--- config.mk ---
export PLATFORM = sky130hd
export DESIGN_NAME = fifo_node_allocation_scheduler
export DESIGN_NICKNAME = d
export VERILOG_FILES = /design/src/rtl/core/fnas_pkg.sv /design/src/rtl/core/fnas_ctrl.sv /design/src/rtl/core/fnas_dpath.sv /design/src/rtl/core/fifo_node_allocation_scheduler.sv
export SDC_FILE = /design/constraint.sdc
export NUM_CORES = 2
export LEC_CHECK = 0
export ABC_CLOCK_PERIOD_IN_PS = 7540
export BUFFER_PORTS_ARGS = -buffer_cell sky130_fd_sc_hd__buf_2
export CORE_MARGIN = 2
export CORE_UTILIZATION = 55
export CTS_BUF_LIST = sky130_fd_sc_hd__clkbuf_16
export CTS_CLUSTER_DIAMETER = 120
export DETAILED_ROUTE_END_ITERATION = 12
export PLACE_DENSITY_LB_ADDON = 0.25
export SLEW_MARGIN = 20
export SYNTH_ARGS = -nofsm -noshare
export SYNTH_HDL_FRONTEND = slang
export SYNTH_SLANG_ARGS = --single-unit
--- constraint.sdc ---
create_clock -name clk -period 7.54 [get_ports clk]
set_input_delay 0.377 -clock clk [delete_from_list [all_inputs] [get_ports clk]]
set_output_delay 0.377 -clock clk [all_outputs]
set_load 0.01 [all_outputs]
--- src/rtl/core/fnas_pkg.sv ---
// Package holding the shared types, codes and constants of the FIFO node allocation scheduler.
package fnas_pkg;

	localparam int CNT_W             = 7;
	localparam int DUR_W             = 16;
	localparam int NODE_W            = 7;
	localparam int POOL_MIN          = 16;
	localparam int DEF_WAIT_DEPTH    = 64;
	localparam int DEF_MAX_NODES     = 64;
	localparam int DEF_DURATION_BITS = 16;

	localparam logic CMD_SUBMIT = 1'b0;
	localparam logic CMD_TICK   = 1'b1;

	localparam logic [1:0] ST_OK      = 2'd0;
	localparam logic [1:0] ST_INVALID = 2'd1;
	localparam logic [1:0] ST_FULL    = 2'd2;

	typedef struct packed {
		logic              command;
		logic [DUR_W-1:0]  job_duration;
		logic [NODE_W-1:0] job_nodes;
	} item_t;

	typedef struct packed {
		logic [1:0]        status;
		logic [NODE_W-1:0] free_nodes;
		logic [CNT_W-1:0]  admitted_count;
		logic [CNT_W-1:0]  finished_count;
		logic [CNT_W-1:0]  waiting_count;
		logic [CNT_W-1:0]  running_count;
		logic [31:0]       submitted_total;
		logic [31:0]       completed_total;
		logic [47:0]       busy_node_sum;
		logic [31:0]       tick_total;
	} result_t;

	// One stored job: remaining duration and node count.
	typedef struct packed {
		logic [DUR_W-1:0]  dur;
		logic [NODE_W-1:0] nod;
	} job_t;

	typedef enum logic [2:0] {
		S_IDLE,
		S_DECODE,
		S_ADM_RD,
		S_ADM_CHK,
		S_CNT_RD,
		S_CNT_WR,
		S_FINISH,
		S_RESP
	} state_t;

	typedef struct packed {
		logic ld_item;
		logic do_submit;
		logic admit;
		logic cnt_step;
		logic finish;
		logic cfg_wr;
	} ctrl_t;

	typedef struct packed {
		logic is_tick;
		logic can_admit;
		logic more_run;
	} stat_t;

endpackage

--- src/rtl/core/fnas_ctrl.sv ---
// Controller state machine that sequences submits, admission and the countdown pass.
module fnas_ctrl (
	input  logic            clk,
	input  logic            arst_n,
	input  logic            start,
	output logic            busy,
	output logic            done,
	input  logic            cfg_valid,
	output logic            cfg_ready,
	input  fnas_pkg::stat_t stat,
	output fnas_pkg::ctrl_t ctrl
);

	fnas_pkg::state_t state_q;
	fnas_pkg::state_t state_nx;

	always_ff @(posedge clk or negedge arst_n) begin
		if (!arst_n) begin
			state_q <= fnas_pkg::S_IDLE;
		end else begin
			state_q <= state_nx;
		end
	end

	always_comb begin
		state_nx  = state_q;
		ctrl      = '0;
		busy      = 1'b1;
		done      = 1'b0;
		cfg_ready = 1'b0;
		unique case (state_q)
			fnas_pkg::S_IDLE: begin
				busy        = 1'b0;
				cfg_ready   = 1'b1;
				ctrl.cfg_wr = cfg_valid;
				if (start) begin
					ctrl.ld_item = 1'b1;
					state_nx     = fnas_pkg::S_DECODE;
				end
			end
			fnas_pkg::S_DECODE: begin
				if (stat.is_tick) begin
					state_nx = fnas_pkg::S_ADM_RD;
				end else begin
					ctrl.do_submit = 1'b1;
					state_nx       = fnas_pkg::S_RESP;
				end
			end
			fnas_pkg::S_ADM_RD: begin
				state_nx = fnas_pkg::S_ADM_CHK;
			end
			fnas_pkg::S_ADM_CHK: begin
				if (stat.can_admit) begin
					ctrl.admit = 1'b1;
					state_nx   = fnas_pkg::S_ADM_RD;
				end else begin
					state_nx = fnas_pkg::S_CNT_RD;
				end
			end
			fnas_pkg::S_CNT_RD: begin
				state_nx = stat.more_run ? fnas_pkg::S_CNT_WR : fnas_pkg::S_FINISH;
			end
			fnas_pkg::S_CNT_WR: begin
				ctrl.cnt_step = 1'b1;
				state_nx      = fnas_pkg::S_CNT_RD;
			end
			fnas_pkg::S_FINISH: begin
				ctrl.finish = 1'b1;
				state_nx    = fnas_pkg::S_RESP;
			end
			fnas_pkg::S_RESP: begin
				done     = 1'b1;
				state_nx = fnas_pkg::S_IDLE;
			end
			default: begin
				state_nx = fnas_pkg::S_IDLE;
			end
		endcase
	end

endmodule

--- src/rtl/core/fnas_dpath.sv ---
// Datapath with the waiting queue, the running slots, the node pool and the statistics.
module fnas_dpath #(
	parameter int WAIT_DEPTH    = fnas_pkg::DEF_WAIT_DEPTH,
	parameter int MAX_NODES     = fnas_pkg::DEF_MAX_NODES,
	parameter int DURATION_BITS = fnas_pkg::DEF_DURATION_BITS
) (
	input  logic                                clk,
	input  logic                                arst_n,
	input  fnas_pkg::item_t                     item,
	input  logic [fnas_pkg::NODE_W-1:0]         cfg_data,
	input  fnas_pkg::ctrl_t                     ctrl,
	output fnas_pkg::stat_t                     stat,
	output fnas_pkg::result_t                   result
);

	localparam int WAW = (WAIT_DEPTH > 1) ? $clog2(WAIT_DEPTH) : 1;
	localparam int WFW = $clog2(WAIT_DEPTH + 1);
	localparam int RAW = $clog2(MAX_NODES);
	localparam int NW  = fnas_pkg::NODE_W;
	localparam int CW  = fnas_pkg::CNT_W;
	localparam int DUR_W_L = fnas_pkg::DUR_W;
	localparam logic [32:0] DUR_LIMIT = (33'd1 << DURATION_BITS) - 33'd1;
	localparam logic [NW-1:0] NODE_MAX = NW'(MAX_NODES);
	localparam logic [NW-1:0] NODE_MIN = NW'(fnas_pkg::POOL_MIN);

	fnas_pkg::job_t wait_mem [WAIT_DEPTH];
	fnas_pkg::job_t run_mem  [MAX_NODES];

	fnas_pkg::item_t  item_q;
	fnas_pkg::job_t   wait_rd_q;
	fnas_pkg::job_t   run_rd_q;
	logic [NW-1:0]    node_count_q;
	logic [NW-1:0]    free_q;
	logic [WAW-1:0]   head_q;
	logic [WFW-1:0]   fill_q;
	logic [CW-1:0]    run_fill_q;
	logic [CW-1:0]    idx_q;
	logic [CW-1:0]    keep_q;
	logic [1:0]       status_q;
	logic [CW-1:0]    admitted_q;
	logic [CW-1:0]    finished_q;
	logic [31:0]      submitted_q;
	logic [31:0]      completed_q;
	logic [47:0]      busy_sum_q;
	logic [31:0]      tick_q;

	logic             bad_job;
	logic [WFW:0]     tail_sum;
	logic [WAW-1:0]   tail;
	logic [WAW-1:0]   head_inc;
	logic [DUR_W_L-1:0] dec_dur;
	logic             job_done;
	logic [NW:0]      free_add;
	logic [NW-1:0]    free_ret;
	logic [NW-1:0]    nc_clamp;
	logic [NW-1:0]    busy_now;
	logic [NW-1:0]    busy_end;
	logic [48:0]      busy_add;

	always_comb begin
		bad_job = (item_q.job_duration == '0) ||
			({17'd0, item_q.job_duration} > DUR_LIMIT) ||
			(item_q.job_nodes == '0) || (item_q.job_nodes > node_count_q);
		tail_sum = (WFW+1)'(head_q) + (WFW+1)'(fill_q);
		if (tail_sum >= (WFW+1)'(WAIT_DEPTH)) begin
			tail = WAW'(tail_sum - (WFW+1)'(WAIT_DEPTH));
		end else begin
			tail = WAW'(tail_sum);
		end
		if (32'(head_q) == 32'(WAIT_DEPTH - 1)) begin
			head_inc = '0;
		end else begin
			head_inc = head_q + WAW'(1);
		end
		dec_dur  = run_rd_q.dur - DUR_W_L'(1);
		job_done = (dec_dur == '0);
		free_add = {1'b0, free_q} + {1'b0, run_rd_q.nod};
		free_ret = (free_add > {1'b0, node_count_q}) ? node_count_q : free_add[NW-1:0];
		if (cfg_data < NODE_MIN) begin
			nc_clamp = NODE_MIN;
		end else if (cfg_data > NODE_MAX) begin
			nc_clamp = NODE_MAX;
		end else begin
			nc_clamp = cfg_data;
		end
		busy_now = node_count_q - free_q;
		busy_end = node_count_q - free_q;
		busy_add = {1'b0, busy_sum_q} + 49'(busy_end);
	end

	assign stat.is_tick   = (item_q.command == fnas_pkg::CMD_TICK);
	assign stat.can_admit = (fill_q != '0) && (run_fill_q < CW'(MAX_NODES)) &&
		(wait_rd_q.nod <= free_q);
	assign stat.more_run  = (idx_q < run_fill_q);

	// Memory ports: registered reads every cycle, one write port each.
	always_ff @(posedge clk) begin
		wait_rd_q <= wait_mem[head_q];
		run_rd_q  <= run_mem[idx_q[RAW-1:0]];
		if (ctrl.do_submit && !bad_job && (32'(fill_q) < 32'(WAIT_DEPTH))) begin
			wait_mem[tail] <= '{dur: item_q.job_duration, nod: item_q.job_nodes};
		end
		if (ctrl.admit) begin
			run_mem[run_fill_q[RAW-1:0]] <= wait_rd_q;
		end else if (ctrl.cnt_step && !job_done) begin
			run_mem[keep_q[RAW-1:0]] <= '{dur: dec_dur, nod: run_rd_q.nod};
		end
	end

	always_ff @(posedge clk) begin
		if (ctrl.ld_item) begin
			item_q <= item;
		end
	end

	always_ff @(posedge clk or negedge arst_n) begin
		if (!arst_n) begin
			node_count_q <= NODE_MAX;
			free_q       <= NODE_MAX;
			head_q       <= '0;
			fill_q       <= '0;
			run_fill_q   <= '0;
			idx_q        <= '0;
			keep_q       <= '0;
			status_q     <= fnas_pkg::ST_OK;
			admitted_q   <= '0;
			finished_q   <= '0;
			submitted_q  <= '0;
			completed_q  <= '0;
			busy_sum_q   <= '0;
			tick_q       <= '0;
		end else begin
			if (ctrl.cfg_wr) begin
				node_count_q <= nc_clamp;
				free_q       <= (nc_clamp >= busy_now) ? nc_clamp - busy_now : '0;
			end
			if (ctrl.ld_item) begin
				status_q   <= fnas_pkg::ST_OK;
				admitted_q <= '0;
				finished_q <= '0;
				idx_q      <= '0;
				keep_q     <= '0;
			end
			if (ctrl.do_submit) begin
				if (bad_job) begin
					status_q <= fnas_pkg::ST_INVALID;
				end else if (32'(fill_q) >= 32'(WAIT_DEPTH)) begin
					status_q <= fnas_pkg::ST_FULL;
				end else begin
					fill_q <= fill_q + WFW'(1);
					if (submitted_q != '1) begin
						submitted_q <= submitted_q + 32'd1;
					end
				end
			end
			if (ctrl.admit) begin
				free_q     <= free_q - wait_rd_q.nod;
				run_fill_q <= run_fill_q + CW'(1);
				head_q     <= head_inc;
				fill_q     <= fill_q - WFW'(1);
				admitted_q <= admitted_q + CW'(1);
			end
			if (ctrl.cnt_step) begin
				idx_q <= idx_q + CW'(1);
				if (job_done) begin
					free_q     <= free_ret;
					finished_q <= finished_q + CW'(1);
					if (completed_q != '1) begin
						completed_q <= completed_q + 32'd1;
					end
				end else begin
					keep_q <= keep_q + CW'(1);
				end
			end
			if (ctrl.finish) begin
				run_fill_q <= keep_q;
				busy_sum_q <= busy_add[48] ? '1 : busy_add[47:0];
				if (tick_q != '1) begin
					tick_q <= tick_q + 32'd1;
				end
			end
		end
	end

	always_comb begin
		result.status          = status_q;
		result.free_nodes      = free_q;
		result.admitted_count  = admitted_q;
		result.finished_count  = finished_q;
		result.waiting_count   = CW'(fill_q);
		result.running_count   = run_fill_q;
		result.submitted_total = submitted_q;
		result.completed_total = completed_q;
		result.busy_node_sum   = busy_sum_q;
		result.tick_total      = tick_q;
	end

endmodule

--- src/rtl/core/fifo_node_allocation_scheduler.sv ---
// Top level of the FIFO node allocation scheduler: controller plus datapath.
//
// Usage. An item is a command: submit a job (duration and node count) into the
// waiting queue, or advance time by one tick. An item transfer happens at a
// rising edge with start high and busy low; item carries the fields.
// Each item produces exactly one result, shown on result for a single cycle
// while done is high. The receiver cannot hold a result off, so none is ever
// stalled; the block simply drops busy again in the cycle after done.
// A submit passes from transfer through decode to done. A tick runs
// the admission walk over the waiting queue and then the countdown pass over
// the running jobs; each reads one memory entry at a time through a registered
// read port, a read state followed by a check or write state per entry.
// Throughput is one item at a time, so the next item follows after done.
// The node pool size register is written over the cfg channel (cfg_valid,
// cfg_ready, cfg_data); cfg_ready is high only while the block is idle.
// Reset: the pool holds MAX_NODES nodes, all free, both queues empty and all
// statistics zero. The queue memories are not cleared; no entry is read before
// it is written, so no clearing pass is needed.
module fifo_node_allocation_scheduler #(
	parameter int WAIT_DEPTH    = fnas_pkg::DEF_WAIT_DEPTH,
	parameter int MAX_NODES     = fnas_pkg::DEF_MAX_NODES,
	parameter int DURATION_BITS = fnas_pkg::DEF_DURATION_BITS
) (
	input  logic                        clk,
	input  logic                        arst_n,
	input  logic                        start,
	output logic                        busy,
	input  fnas_pkg::item_t             item,
	output logic                        done,
	output fnas_pkg::result_t           result,
	input  logic                        cfg_valid,
	output logic                        cfg_ready,
	input  logic [fnas_pkg::NODE_W-1:0] cfg_data
);

	fnas_pkg::ctrl_t ctrl;
	fnas_pkg::stat_t stat;

	// The controller owns the handshakes and sequences the datapath.
	fnas_ctrl u_ctrl (
		.clk       (clk),
		.arst_n    (arst_n),
		.start     (start),
		.busy      (busy),
		.done      (done),
		.cfg_valid (cfg_valid),
		.cfg_ready (cfg_ready),
		.stat      (stat),
		.ctrl      (ctrl)
	);

	// The datapath holds both job stores, the pool and the counters.
	fnas_dpath #(
		.WAIT_DEPTH    (WAIT_DEPTH),
		.MAX_NODES     (MAX_NODES),
		.DURATION_BITS (DURATION_BITS)
	) u_dpath (
		.clk      (clk),
		.arst_n   (arst_n),
		.item     (item),
		.cfg_data (cfg_data),
		.ctrl     (ctrl),
		.stat     (stat),
		.result   (result)
	);

endmodule

==> results.cfg <==
[synth]
yosysTopAreaCellShare_pct = 70.3
ys.flop_type = edfxtp_1
synth_area_per_cell_um2 = 21.6
yosys_warnings = 0
mappedNetlistNets = 5979
syn_area_um2 = 127000
synth-seq-cells = 3225
synth_enable_flop_cells = 2968
async_reset_ff_share_pct = 6.54
synth.top_cells.by_area = edfxtp_1 70%, mux4_2 17%, dfrtp_1 4.1%
yosysTopAreaCell = edfxtp_1
synth_seq_area_share_pct = 75.2
syn_inst = 5862
synthDistinctLibCells = 83

[global_route]
antenna_found_initial = 17
grt_pass1_vias = 62000
grt-ovfl-total = 0
grt_use_total_pct = 26.4
grt_max_degree = 137
grt_pass1_wl_um = 446000

[place]
hpwlAfterDp_um = 182000
globalplace.congestion = 0.848
port_buffers = 218
placed_area_um2 = 133000
pre_cts_slack_ps = 2590

[pwr]
p_total_mw = 52.1
leakage_nw = 46.1
irDropWorstVdd_mv = 0.255
power_density_nw_per_um2 = 364

[finish]
fin_util_pct = 62.3
design_area_um2 = 143000
n_fill_cell = 15300
nNetsFinal = 6506
area_growth_syn_to_layout_pct = 12.8
drive_gt1_share_pct = 30.7

[sta]
fin_skew_ps = 82.4
maxSlewViolCount = 0
fin_crit_ps = 4960
rsz0062_at_grt = false
hold_violations = 0
worst_pin_slew_ps = 1090
setup_ws_ps = 2580
finalCritPeriodShare_pct = 65.8
setup_viol_count_final = 0
fmax_mhz = 202
maxSlewHeadroom_pct = 27.2
fin_tns_setup_ps = 0

[clocking]
cts_setup_buffers = 0
clk_latency_ps = 970
cts_tree = done
post_cts_resized = 0
path_clk_slew_ps = 60
cts-buffers-inserted = 332
cts_hold_buf = 32
clock-sinks = 3225
htree_levels = 5
cts_root_buf = clkbuf_16
clk_path_buf_depth = 4

[floorplanning]
io_pins = 219
core_area_um2 = 230000
rows = 176
dieHeight_um = 484
die_area_um2 = 234000
start_util_pct = 55.2
die_x_um = 484

[drt]
topRoutingLayerUsed = met5
met1_length_um = 121000
routed_wl_um = 308000
drtAntennaViolNets = 0
wl_met3_um = 26900
drt-initial-drc-count = 7722
wl_per_cell_um = 31.9
firstDrtPassIters = 5
wl_met2_um = 149000
drt-vias-per-instance = 6.47
vias = 62500
drc = 0

[critical_path]
crit_required_ps = 8150
start_kind = flip-flop
path_class = flip-flop to flip-flop
crit_path_end_kind = flip-flop
crit_fanout = 32
arrival_ps = 5570

[min_path]
hold_path_class = primary input to async pin

[status]
status = finished, final reports clean

[flow_run]
maxCapViolCount = 0
## routing by layer
metal / track usage (%) / up-vias
met5: 0 / -
met1: 38.1 / 33400
li1: - / 25500
met2: 41.4 / 3062
met3: 4.84 / 514
met4: 8.58 / 12
## cells by family after synthesis
family / synth area share [%]
AOI/OAI and AO/OA: 1.23
xor gates and xnor gates: 1.14
adders and majority gates: 0.850
buffers and inverters: 1.11
DFF: 75.2
muxes: 17.5
and+or+nand+nor: 3.02
## area by class of cell
cell class                 instances  area (um2)  area share [%]
inverter                          80         300           0.210
tap                             3026        3790            2.65
multi-input combinational       2281       30800            21.5
clock buffer                     337        8430            5.89
antenna                            4        10.0         0.00699
timing repair buffer             469        3190            2.23
clock inverter                   233        1260           0.882
sequential                      3225       95400            66.6
## placed cells by master (no fill, tap or decap), drive strengths merged, types with 8 or more instances in the layout
cell	Yosys	layout
a211oi	8	8
or4	10	10
o21a	9	9
buf	100	437
a31oi	13	13
bufinv	0	8
and3	27	27
and2	18	18
mux2	25	25
or3	11	11
mux2i	15	15
nand2	198	198
dfrtp	209	209
a21o	10	10
nand4	56	56
nand3	86	86
nor2	241	241
edfxtp	2968	2968
clkinv	1	125
nor3	46	46
inv	79	169
nand2b	9	9
clkinvlp	0	11
o31ai	9	9
dlygate4sd3	0	32
mux4	966	966
nor4	38	38
xor2	50	50
xnor2	114	114
ha	75	75
nor2b	17	17
and4	13	13
dfxtp	46	46
a21oi	50	50
clkbuf	176	337
o21ai	85	85
## through the flow
step,instances,hold slack [ps]
detailed placement,9049,475
global route,9652,70.0
floorplan,5862,81.4
finish,9655,66.4
global placement,9049,459
CTS,9651,15.7
## final timing paths
path	start	to	slack (ps)	depth (start not counted)
setup / recovery	u_dpath.run_rd_q[7]	u_dpath.run_mem[14][20]	2580	10
hold / removal	arst_n	u_dpath.admitted_q[3]	70	2
setup reg to reg	u_dpath.run_rd_q[7]	u_dpath.run_mem[14][20]	2580	10
hold reg to reg	u_dpath.finished_q[6]	u_dpath.finished_q[6]	490	1
max in group asynchronous	arst_n	u_dpath.idx_q[1]	6100	3
min in group clk	cfg_data[4]	u_dpath.node_count_q[4]	70	4
## power by group
part	switching (mW)	leakage (nW)	internal (mW)
Clock	6.51	5.06	8.32
Sequential	0.840	29.9	22.1
Combinational	8.85	11.1	5.48
Total	16.2	46.1	35.9
## flip-flops by register name, summed over array words and instances, names as in the netlist, 32 cells and up
register	cells
u_dpath.run_mem	1472
u_dpath.wait_mem	1472
u_dpath.busy_sum_q	48
u_dpath.completed_q	32
u_dpath.submitted_q	32
u_dpath.tick_q	32
## synthesized netlist by cell type (46+ instances only)
master and n:
edfxtp_1 2968, mux4_2 966, nor2_1 241, dfrtp_1 209
nand2_1 197, clkbuf_1 176, xnor2_1 114, buf_1 88
nand3_1 85, o21ai_0 80, inv_1 79, ha_1 75
nand4_1 56, a21oi_1 49, xor2_1 49, dfxtp_1 46
nor3_1 46
## critical path, stage by stage, from the launching register on
cell and delay (ps):
dfxtp_1 380, inv_1 90, ha_1 260, or4b_2 700
o21ai_0 150, a211o_1 310, a2111o_2 300, nand2_2 610
o32a_2 830, nor2_2 670, buf_4 340
Power figures use the tool's default switching activity.
